$ cat config.mk
export PLATFORM = sky130hd
export DESIGN_NAME = countdown_timer_pool
export DESIGN_NICKNAME = d
export VERILOG_FILES = /design/src/rtl/core/ctp_pkg.sv /design/src/rtl/core/ctp_dpath.sv /design/src/rtl/core/ctp_ctrl.sv /design/src/rtl/core/countdown_timer_pool.sv
export SDC_FILE = /design/constraint.sdc
export NUM_CORES = 1
export LEC_CHECK = 0
export BUFFER_PORTS_ARGS = -buffer_cell sky130_fd_sc_hd__buf_2
export CORE_MARGIN = 3
export CORE_UTILIZATION = 65
export CTS_CLUSTER_DIAMETER = 100
export DETAILED_ROUTE_END_ITERATION = 12
export HOLD_SLACK_MARGIN = 0.02
export PLACE_DENSITY = 0.83
export SKIP_CTS_REPAIR_TIMING = 1
export SLEW_MARGIN = 15
export SYNTH_ARGS = -nofsm -noshare
export SYNTH_HDL_FRONTEND = slang
export SYNTH_HIERARCHICAL = 1
export SYNTH_SLANG_ARGS = --single-unit
$ cat constraint.sdc
create_clock -name clk_i -period 9.3 [get_ports clk_i]
set_clock_uncertainty 0.05 [all_clocks]
set_input_delay 0.93 -clock clk_i [delete_from_list [all_inputs] [get_ports clk_i]]
set_output_delay 0.93 -clock clk_i [all_outputs]
set_load 0.01 [all_outputs]
$ cat src/rtl/core/ctp_pkg.sv
// Package for the countdown timer pool: command and slot-state codes, the
// slot entry layout, controller states and the controller/datapath structs.
// No dependencies.
`timescale 1ns / 1ps
`default_nettype none

package ctp_pkg;

  // Field widths fixed by the interface
  localparam int CmdW      = 3;
  localparam int SlotIdW   = 3;
  localparam int CountW    = 16;
  // Slots that a slot_id can address
  localparam int AddrSlots = 8;

  typedef enum logic [CmdW-1:0] {
    CMD_TICK  = 3'd0,
    CMD_ALLOC = 3'd1,
    CMD_START = 3'd2,
    CMD_STOP  = 3'd3,
    CMD_FREE  = 3'd4,
    CMD_QUERY = 3'd5
  } cmd_e;

  typedef enum logic [1:0] {
    ST_FREE     = 2'd0,
    ST_STOPPED  = 2'd1,
    ST_RUNNING  = 2'd2,
    ST_FINISHED = 2'd3
  } slot_state_e;

  // One slot as held in the slot memory
  typedef struct packed {
    slot_state_e       st;
    logic [CountW-1:0] cnt;
  } entry_t;

  typedef enum logic [2:0] {
    FSM_IDLE,
    FSM_TICK,
    FSM_ALLOC,
    FSM_WRITE,
    FSM_QREAD,
    FSM_QEVAL,
    FSM_DONE
  } fsm_e;

  // Commands from the controller to the datapath
  typedef struct packed {
    logic load;       // latch the accepted transaction
    logic idx_inc;    // advance the sweep index
    logic rd_en;      // read the slot memory
    logic rd_slot;    // read at slot_id rather than at the sweep index
    logic tick_wb;    // write back the tick update of the returned entry
    logic alloc_chk;  // claim the returned entry if it is free
    logic direct_wr;  // apply start, stop or free to the addressed slot
    logic query_chk;  // capture the query answer from the returned entry
    logic res_load;   // move the result into the output register
  } ctrl_t;

  // Status from the datapath to the controller
  typedef struct packed {
    logic sweep_end;   // every slot has been read
    logic search_end;  // every allocatable slot has been read
    logic alloc_hit;   // returned entry is free
    logic out_free;    // output register can take a result
  } stat_t;

endpackage

`default_nettype wire

$ cat src/rtl/core/ctp_dpath.sv
// Datapath of the countdown timer pool: slot memory with per-slot valid
// bits, sweep index, transaction and result registers, output register.
// Depends on ctp_pkg.
`timescale 1ns / 1ps
`default_nettype none

module ctp_dpath #(
  parameter int NUM_SLOTS = 8
) (
  input  logic                           clk_i,
  input  logic                           rst_ni,
  input  logic [ctp_pkg::CmdW-1:0]       cmd_i,
  input  logic [ctp_pkg::SlotIdW-1:0]    slot_id_i,
  input  logic [ctp_pkg::CountW-1:0]     duration_ms_i,
  input  logic                           out_ready_i,
  input  ctp_pkg::ctrl_t                 ctrl_i,
  output ctp_pkg::stat_t                 stat_o,
  output logic                           out_valid_o,
  output logic                           ok_o,
  output logic [ctp_pkg::SlotIdW-1:0]    granted_slot_o,
  output logic                           finished_o
);

  localparam int IW  = (NUM_SLOTS > 1) ? $clog2(NUM_SLOTS) : 1;
  localparam int CW  = $clog2(NUM_SLOTS + 1);
  localparam int SW  = (IW > ctp_pkg::SlotIdW) ? IW : ctp_pkg::SlotIdW;
  localparam int LIM = (NUM_SLOTS < ctp_pkg::AddrSlots) ? NUM_SLOTS : ctp_pkg::AddrSlots;

  logic [ctp_pkg::CmdW-1:0]    cmd_q;
  logic [ctp_pkg::SlotIdW-1:0] slot_q;
  logic [ctp_pkg::CountW-1:0]  dur_q;

  logic [CW-1:0]           idx_q;
  logic [NUM_SLOTS-1:0]    valid_q;
  ctp_pkg::entry_t         mem_q [NUM_SLOTS];
  ctp_pkg::entry_t         rd_data_q;
  logic                    rd_vld_q;
  logic                    rd_pend_q;
  logic [IW-1:0]           rd_addr_q;

  logic                        res_ok_q, res_fin_q;
  logic [ctp_pkg::SlotIdW-1:0] res_grant_q;
  logic                        out_valid_q, out_ok_q, out_fin_q;
  logic [ctp_pkg::SlotIdW-1:0] out_grant_q;

  logic [SW-1:0]   slot_ext;
  logic [SW-1:0]   ridx_ext;
  logic [IW-1:0]   slot_addr;
  logic            slot_ok;
  logic [IW-1:0]   rd_addr;
  ctp_pkg::entry_t entry;
  logic            alloc_hit;
  logic            wr_en;
  logic [IW-1:0]   wr_addr;
  ctp_pkg::entry_t wr_data;
  logic            out_free;

  // Map the slot id and the returned index between address widths
  assign slot_ext  = SW'(slot_q);
  assign slot_addr = slot_ext[IW-1:0];
  assign slot_ok   = (32'(slot_q) < NUM_SLOTS);
  assign ridx_ext  = SW'(rd_addr_q);

  assign rd_addr   = ctrl_i.rd_slot ? slot_addr : idx_q[IW-1:0];
  // A slot never written reads as free with a zero count
  assign entry     = rd_vld_q ? rd_data_q : ctp_pkg::entry_t'('0);
  assign alloc_hit = rd_pend_q && (entry.st == ctp_pkg::ST_FREE);
  assign out_free  = !out_valid_q || out_ready_i;

  // Latch the accepted transaction
  always_ff @(posedge clk_i) begin
    if (ctrl_i.load) begin
      cmd_q  <= cmd_i;
      slot_q <= slot_id_i;
      dur_q  <= duration_ms_i;
    end
  end

  // Sweep index
  always_ff @(posedge clk_i or negedge rst_ni) begin
    if (!rst_ni) begin
      idx_q <= '0;
    end else if (ctrl_i.load) begin
      idx_q <= '0;
    end else if (ctrl_i.idx_inc) begin
      idx_q <= idx_q + CW'(1);
    end
  end

  // Select the write-back for tick, allocate and the direct commands
  always_comb begin
    wr_en   = 1'b0;
    wr_addr = rd_addr_q;
    wr_data = entry;
    if (ctrl_i.tick_wb && rd_pend_q && (entry.st == ctp_pkg::ST_RUNNING)) begin
      wr_en = 1'b1;
      if (entry.cnt != '0) begin
        wr_data.cnt = entry.cnt - ctp_pkg::CountW'(1);
      end else begin
        wr_data.st = ctp_pkg::ST_FINISHED;
      end
    end
    if (ctrl_i.alloc_chk && alloc_hit) begin
      wr_en   = 1'b1;
      wr_data = '{st: ctp_pkg::ST_STOPPED, cnt: '0};
    end
    if (ctrl_i.direct_wr && slot_ok) begin
      wr_addr = slot_addr;
      case (cmd_q)
        ctp_pkg::CMD_START: begin
          wr_en   = 1'b1;
          wr_data = '{st: ctp_pkg::ST_RUNNING, cnt: dur_q};
        end
        ctp_pkg::CMD_STOP: begin
          wr_en   = 1'b1;
          wr_data = '{st: ctp_pkg::ST_STOPPED, cnt: '0};
        end
        ctp_pkg::CMD_FREE: begin
          wr_en   = 1'b1;
          wr_data = '{st: ctp_pkg::ST_FREE, cnt: '0};
        end
        default: begin
          wr_en = 1'b0;
        end
      endcase
    end
  end

  // Slot memory: one write and one registered read per cycle
  always_ff @(posedge clk_i) begin
    if (wr_en) begin
      mem_q[wr_addr] <= wr_data;
    end
    if (ctrl_i.rd_en) begin
      rd_data_q <= mem_q[rd_addr];
      rd_addr_q <= rd_addr;
    end
  end

  // Valid bits stand in for the reset value of every slot
  always_ff @(posedge clk_i or negedge rst_ni) begin
    if (!rst_ni) begin
      valid_q   <= '0;
      rd_vld_q  <= 1'b0;
      rd_pend_q <= 1'b0;
    end else begin
      if (wr_en) begin
        valid_q[wr_addr] <= 1'b1;
      end
      if (ctrl_i.rd_en) begin
        rd_vld_q <= valid_q[rd_addr];
      end
      rd_pend_q <= ctrl_i.rd_en;
    end
  end

  // Build the result of the transaction
  always_ff @(posedge clk_i) begin
    if (ctrl_i.load) begin
      res_ok_q    <= (cmd_i != ctp_pkg::CMD_ALLOC);
      res_grant_q <= '0;
      res_fin_q   <= 1'b0;
    end else begin
      if (ctrl_i.alloc_chk && alloc_hit) begin
        res_ok_q    <= 1'b1;
        res_grant_q <= ridx_ext[ctp_pkg::SlotIdW-1:0];
      end
      if (ctrl_i.query_chk) begin
        res_fin_q <= slot_ok && (entry.st == ctp_pkg::ST_FINISHED);
      end
    end
  end

  // Output register: hold the result until it is taken
  always_ff @(posedge clk_i or negedge rst_ni) begin
    if (!rst_ni) begin
      out_valid_q <= 1'b0;
    end else if (ctrl_i.res_load) begin
      out_valid_q <= 1'b1;
    end else if (out_ready_i) begin
      out_valid_q <= 1'b0;
    end
  end

  always_ff @(posedge clk_i) begin
    if (ctrl_i.res_load) begin
      out_ok_q    <= res_ok_q;
      out_grant_q <= res_grant_q;
      out_fin_q   <= res_fin_q;
    end
  end

  assign stat_o.sweep_end  = (idx_q == CW'(NUM_SLOTS));
  assign stat_o.search_end = (idx_q == CW'(LIM));
  assign stat_o.alloc_hit  = alloc_hit;
  assign stat_o.out_free   = out_free;

  assign out_valid_o    = out_valid_q;
  assign ok_o           = out_ok_q;
  assign granted_slot_o = out_grant_q;
  assign finished_o     = out_fin_q;

endmodule

`default_nettype wire

$ cat src/rtl/core/ctp_ctrl.sv
// Controller of the countdown timer pool: state machine that sequences
// each transaction over the slot memory. Depends on ctp_pkg.
`timescale 1ns / 1ps
`default_nettype none

module ctp_ctrl (
  input  logic                     clk_i,
  input  logic                     rst_ni,
  input  logic                     in_valid_i,
  input  logic [ctp_pkg::CmdW-1:0] cmd_i,
  output logic                     in_ready_o,
  input  ctp_pkg::stat_t           stat_i,
  output ctp_pkg::ctrl_t           ctrl_o
);

  ctp_pkg::fsm_e state_q, state_d;

  // State register
  always_ff @(posedge clk_i or negedge rst_ni) begin
    if (!rst_ni) begin
      state_q <= ctp_pkg::FSM_IDLE;
    end else begin
      state_q <= state_d;
    end
  end

  // Next state and datapath commands
  always_comb begin
    state_d    = state_q;
    ctrl_o     = '0;
    in_ready_o = 1'b0;
    case (state_q)
      ctp_pkg::FSM_IDLE: begin
        in_ready_o = 1'b1;
        if (in_valid_i) begin
          ctrl_o.load = 1'b1;
          case (cmd_i)
            ctp_pkg::CMD_TICK:  state_d = ctp_pkg::FSM_TICK;
            ctp_pkg::CMD_ALLOC: state_d = ctp_pkg::FSM_ALLOC;
            ctp_pkg::CMD_START,
            ctp_pkg::CMD_STOP,
            ctp_pkg::CMD_FREE:  state_d = ctp_pkg::FSM_WRITE;
            ctp_pkg::CMD_QUERY: state_d = ctp_pkg::FSM_QREAD;
            default:            state_d = ctp_pkg::FSM_DONE;
          endcase
        end
      end
      // Read one slot a cycle, write back the one read the cycle before
      ctp_pkg::FSM_TICK: begin
        ctrl_o.tick_wb = 1'b1;
        ctrl_o.rd_en   = !stat_i.sweep_end;
        ctrl_o.idx_inc = !stat_i.sweep_end;
        if (stat_i.sweep_end) begin
          state_d = ctp_pkg::FSM_DONE;
        end
      end
      // Search upwards and stop at the first free slot or after the last allocatable one
      ctp_pkg::FSM_ALLOC: begin
        ctrl_o.alloc_chk = 1'b1;
        ctrl_o.rd_en     = !stat_i.search_end;
        ctrl_o.idx_inc   = !stat_i.search_end;
        if (stat_i.alloc_hit || stat_i.search_end) begin
          state_d = ctp_pkg::FSM_DONE;
        end
      end
      ctp_pkg::FSM_WRITE: begin
        ctrl_o.direct_wr = 1'b1;
        state_d          = ctp_pkg::FSM_DONE;
      end
      ctp_pkg::FSM_QREAD: begin
        ctrl_o.rd_en   = 1'b1;
        ctrl_o.rd_slot = 1'b1;
        state_d        = ctp_pkg::FSM_QEVAL;
      end
      ctp_pkg::FSM_QEVAL: begin
        ctrl_o.query_chk = 1'b1;
        state_d          = ctp_pkg::FSM_DONE;
      end
      // Hand the result over once the output register is free
      ctp_pkg::FSM_DONE: begin
        if (stat_i.out_free) begin
          ctrl_o.res_load = 1'b1;
          state_d         = ctp_pkg::FSM_IDLE;
        end
      end
      default: begin
        state_d = ctp_pkg::FSM_IDLE;
      end
    endcase
  end

endmodule

`default_nettype wire

$ cat src/rtl/core/countdown_timer_pool.sv
// Top level of the countdown timer pool: controller plus datapath.
// Depends on ctp_pkg, ctp_ctrl and ctp_dpath.
`timescale 1ns / 1ps
`default_nettype none

// A pool of NUM_SLOTS countdown timers held in a slot memory with one read
// and one write port, one transaction at a time, exactly one result per
// transaction. The slot memory is read one entry a cycle: a tick reads all
// NUM_SLOTS slots, an allocate up to min(NUM_SLOTS, 8), a query one; start,
// stop and free write the addressed slot if it exists, and an unused code
// only returns a result. Results wait in an output register, so a new
// transaction is accepted while the previous result is still pending.
// Per-slot valid bits give every slot its reset state (free, count zero)
// at once, so no clearing pass follows reset.
module countdown_timer_pool #(
  parameter int NUM_SLOTS = 8
) (
  input  logic                        clk_i,
  input  logic                        rst_ni,
  input  logic                        in_valid_i,
  output logic                        in_ready_o,
  input  logic [ctp_pkg::CmdW-1:0]    cmd_i,
  input  logic [ctp_pkg::SlotIdW-1:0] slot_id_i,
  input  logic [ctp_pkg::CountW-1:0]  duration_ms_i,
  output logic                        out_valid_o,
  input  logic                        out_ready_i,
  output logic                        ok_o,
  output logic [ctp_pkg::SlotIdW-1:0] granted_slot_o,
  output logic                        finished_o
);

  ctp_pkg::ctrl_t ctrl;
  ctp_pkg::stat_t stat;

  ctp_ctrl u_ctrl (
    .clk_i      (clk_i),
    .rst_ni     (rst_ni),
    .in_valid_i (in_valid_i),
    .cmd_i      (cmd_i),
    .in_ready_o (in_ready_o),
    .stat_i     (stat),
    .ctrl_o     (ctrl)
  );

  ctp_dpath #(
    .NUM_SLOTS (NUM_SLOTS)
  ) u_dpath (
    .clk_i          (clk_i),
    .rst_ni         (rst_ni),
    .cmd_i          (cmd_i),
    .slot_id_i      (slot_id_i),
    .duration_ms_i  (duration_ms_i),
    .out_ready_i    (out_ready_i),
    .ctrl_i         (ctrl),
    .stat_o         (stat),
    .out_valid_o    (out_valid_o),
    .ok_o           (ok_o),
    .granted_slot_o (granted_slot_o),
    .finished_o     (finished_o)
  );

endmodule

`default_nettype wire

==> summary.txt <==
Final layout
  • Register area: about 6300 um2
  • Non-Filler Instances: between 1000 and 1500
  • Area grow syn2layout: 10.1%
  • Nets: between 800 and 900
  • Multi-input logic area: approximately 3100 um2
  • Util after Layout: 0.746
  • Ant. Diodes: 0
  • Filler cell count: approximately 900
  • Share of cells above drive strength 1: 0.116

Setup path
  • Reg2reg path depth: 4
  • Reg2reg end: u_dpath/mem_q[2][17]$_DFFE_PP_
  • Required time worst endpoint: about 9.5 ns
  • WP data arrival: slightly below 4 ns
  • Origin of the critical flop-to-flop path: u_dpath/slot_addr[0]$_DFFE_PP_
  • CP max FO: 21
  • CP Cell Sequence: clkinv_1 -> a22oi_1 -> nor2_1 -> buf_4
  • CP startpoint kind: flip-flop
  • CP endpoint kind: flip-flop
  • Slowest Stage Delay on Critical Path: slightly above 0.9 ns
  • FF-to-FF setup slack: 5.62 ns
  • Crit path kind: reg2reg
  • CP max-delay cell: edfxtp_1

Placed design
  • DP HPWL: roughly 14 mm
  • DP Worst Slack: 5.80 ns
  • GPL Wtd Cong: just over 0.9
  • Buffers on Ports: 32
  • Cells after DPL: 979

Route
  • Vias per cell: approximately 6.8
  • Via count: approximately 7000
  • DR pass1 iterations: 6
  • Total Wirelength: around 22 mm
  • WL per Instance: ~22 um
  • Post-route DRC violation count: 0
  • Post-route antenna net violation count: 0
  • Initial DRC count: between 800 and 900

Pwr
  • Final total power: between 0.003 and 0.004 W
  • Peak supply drop: 0.199 mV
  • PwrDens: roughly 350 nW/um2
  • Lkg Pwr: 3.58 nW

Logic synthesis
  • Seq/Total Area, Yosys: 0.657
  • Ys Warns: 6
  • Syn_nets: between 800 and 900
  • Post-Syn Area per Cell: 11.9 um2
  • Top-area cell type share of the netlist area: 0.602
  • Cells after Synth: 807
  • Synth async-reset ratio: 0.0837
  • Post-Syn Area: roughly 9600 um2
  • Number of synthesized flops with an enable pin: 193
  • Dominant synthesized flop cell: edfxtp_1
  • Largest area contributor in the netlist: edfxtp_1
  • Synth top area cells: edfxtp_1, dfrtp_1, nand2_1, nand3_1, o211ai_1
  • FF+latch count, synth: between 200 and 250
  • Netlist cell types: between 60 and 70

STA
  • Setup slack after layout: 5.62 ns
  • Final period util: 0.395
  • Slew headroom: 0.193
  • Final slew viol count: 0
  • Final hold violations: 0
  • Maximum clock rate: 272 MHz
  • Final setup viols: 0
  • Min cycle time layout: about 3.7 ns
  • Unrepaired setup endpoints after global routing: no
  • Slew @ Worst Pin: approximately 1.2 ns
  • Setup TNS: 0 ns

Clocking
  • CTS H-Tree Depth: 1
  • CTS Sinks: roughly 220
  • CTS tree: done
  • TritonCTS buffer count: 22
  • CTS Buffer Depth: 3
  • CTS root buffer: clkbuf_16
  • Clk slew on worst S/H paths: about 0.060 ns
  • Later-pin clock latency in the skew report: between 0.5 and 0.6 ns

Global routing
  • Initial antenna violation count: 0
  • Largest net degree at the start of global routing: 78
  • First-pass GRT wire length: 35.6 mm
  • Gr usage total: 0.280
  • Vias in the first global route: about 6700
  • Grt total ovfl: 0

Floorplanning
  • Full die area: 16300 um2
  • Die width: about 130 um
  • DIE HEIGHT: 128 um
  • Row count: 43
  • I/O pin count: 33
  • Starting density of the core: 0.678
  • Core box area: 14200 um2

Job
  • Max-cap violations: 0

Outcome
  • Status: complete, no violations

Min path
  • Hold Path Class: in2async
## report_power, final
group / switching [W] / leakage [nW] / total [W] / internal, W
clock: 0.000350 / 0.334 / 0.000830 / 0.000480
sequential: 0.000178 / 2.02 / 0.00155 / 0.00137
combinational: 0.000893 / 1.22 / 0.00130 / 0.000405
## kinds of logic (layout without fill, tap and decap cells)
| logic type | Yosys count | in the layout | synth area share |
|---|---|---|---|
| simple gates | 318 | 318 | 0.162 |
| flops | 215 | 215 | 0.657 |
| compound gates | 195 | 195 | 0.138 |
| buf+inv | 65 | 97 | 0.0283 |
| xor+xnor | 6 | 6 | 0.00546 |
| mux | 6 | 6 | 0.00637 |
| fa+ha+maj | 2 | 2 | 0.00260 |
## worst max-delay path, delay by kind of cell, from the launching register on
| kind | cells | cell delay, ns |
|---|---|---|
| AOI/OAI and AO/OA | 1 | 0.84 |
| buffers and inverters | 2 | 1.21 |
| DFF | 1 | 0.92 |
| and+or+nand+nor | 1 | 0.40 |
## cell usage in the layout (no fill, tap or decap), types with 4 or more instances in the layout
| cell | instances |
|---|---|
| clkbuf_16 | 23 |
| o311ai_0 | 4 |
| edfxtp_1 | 193 |
| o211ai_1 | 39 |
| mux2i_1 | 4 |
| inv_1 | 7 |
| nand2b_1 | 25 |
| nand3_1 | 67 |
| o21ai_0 | 42 |
| clkbuf_1 | 8 |
| buf_2 | 32 |
| nor2_1 | 45 |
| nand2_1 | 115 |
| nor3_1 | 24 |
| a21oi_1 | 27 |
| xnor2_1 | 4 |
| or3_1 | 4 |
| and2_1 | 5 |
| clkinv_1 | 5 |
| o31ai_1 | 36 |
| buf_4 | 15 |
| dfxtp_1 | 4 |
| nor3b_1 | 4 |
| nand4_1 | 5 |
| o21bai_1 | 9 |
| dfrtp_1 | 18 |
## layout make-up
cell class / instances / area share
Sequential cell: 215 / 0.597
Multi-Input combinational cell: 527 / 0.288
Clock buffer: 34 / 0.0610
Timing Repair Buffer: 47 / 0.0257
Tap cell: 180 / 0.0212
Clock inverter: 6 / 0.00389
Inverter: 10 / 0.00354
## registers in the layout, summed over array words and instances (netlist names)
name / count
u_dpath/mem_q: 144
u_dpath/rd_data_q: 18
u_dpath/dur_q: 16
u_dpath/valid_q: 8
u_dpath/idx_q: 4
u_ctrl/state_q: 3
u_dpath/cmd_q: 3
u_dpath/granted_slot_o: 3
u_dpath/rd_addr_q: 3
u_dpath/res_grant_q: 3
u_dpath/slot_addr: 3
u_dpath/finished_o: 1
u_dpath/ok_o: 1
u_dpath/out_valid_o: 1
u_dpath/rd_pend_q: 1
u_dpath/rd_vld_q: 1
u_dpath/res_fin_q: 1
u_dpath/res_ok_q: 1
## synth_stat cells, types with 8 or more instances
library cell and count:
edfxtp_1 193, nand2_1 115, nand3_1 67, nor2_1 45
o21ai_0 43, o211ai_1 39, clkbuf_1 38, o31ai_1 36
a21oi_1 27, nand2b_1 25, nor3_1 24, dfrtp_1 18
buf_1 10, o21bai_1 10, inv_1 8
## per-stage QoR
step | area (um2) | hold slack, ns
6_report | 10600 | 0.292
5_1_grt | 10600 | 0.306
4_1_cts | 10600 | 0.283
3_5_place_dp | 9910 | 0.367
3_3_place_gp | 9910 | 0.367
2_1_floorplan | 9630 | 0.350
## worst max path at each step
stage / end / cells after the start / slack, ns / from
after floorplan: u_dpath/rd_addr_q[0]$_DFFE_PP_ / 9 / 6.18 / u_dpath/idx_q[1]$_DFFE_PN0P_
after global placement: u_dpath/mem_q[2][0]$_DFFE_PP_ / 8 / 5.89 / u_ctrl/state_q[1]$_DFFE_PN0P_
after detailed placement: u_dpath/mem_q[2][2]$_DFFE_PP_ / 4 / 5.80 / u_dpath/slot_addr[0]$_DFFE_PP_
after CTS: u_dpath/mem_q[2][14]$_DFFE_PP_ / 4 / 5.75 / u_dpath/slot_addr[0]$_DFFE_PP_
after global routing: u_dpath/mem_q[2][8]$_DFFE_PP_ / 4 / 5.46 / u_dpath/slot_addr[0]$_DFFE_PP_
final: u_dpath/mem_q[2][17]$_DFFE_PP_ / 4 / 5.62 / u_dpath/slot_addr[0]$_DFFE_PP_
## per-layer routing
layer	track usage	vias to the layer above	wire length, um
li1	-	3078	-
met1	0.395	3301	8570
met2	0.438	475	10400
met3	0.0638	76	2900
met4	0.0961	0	647
met5	0	-	0
Power figures use the tool's default switching activity.
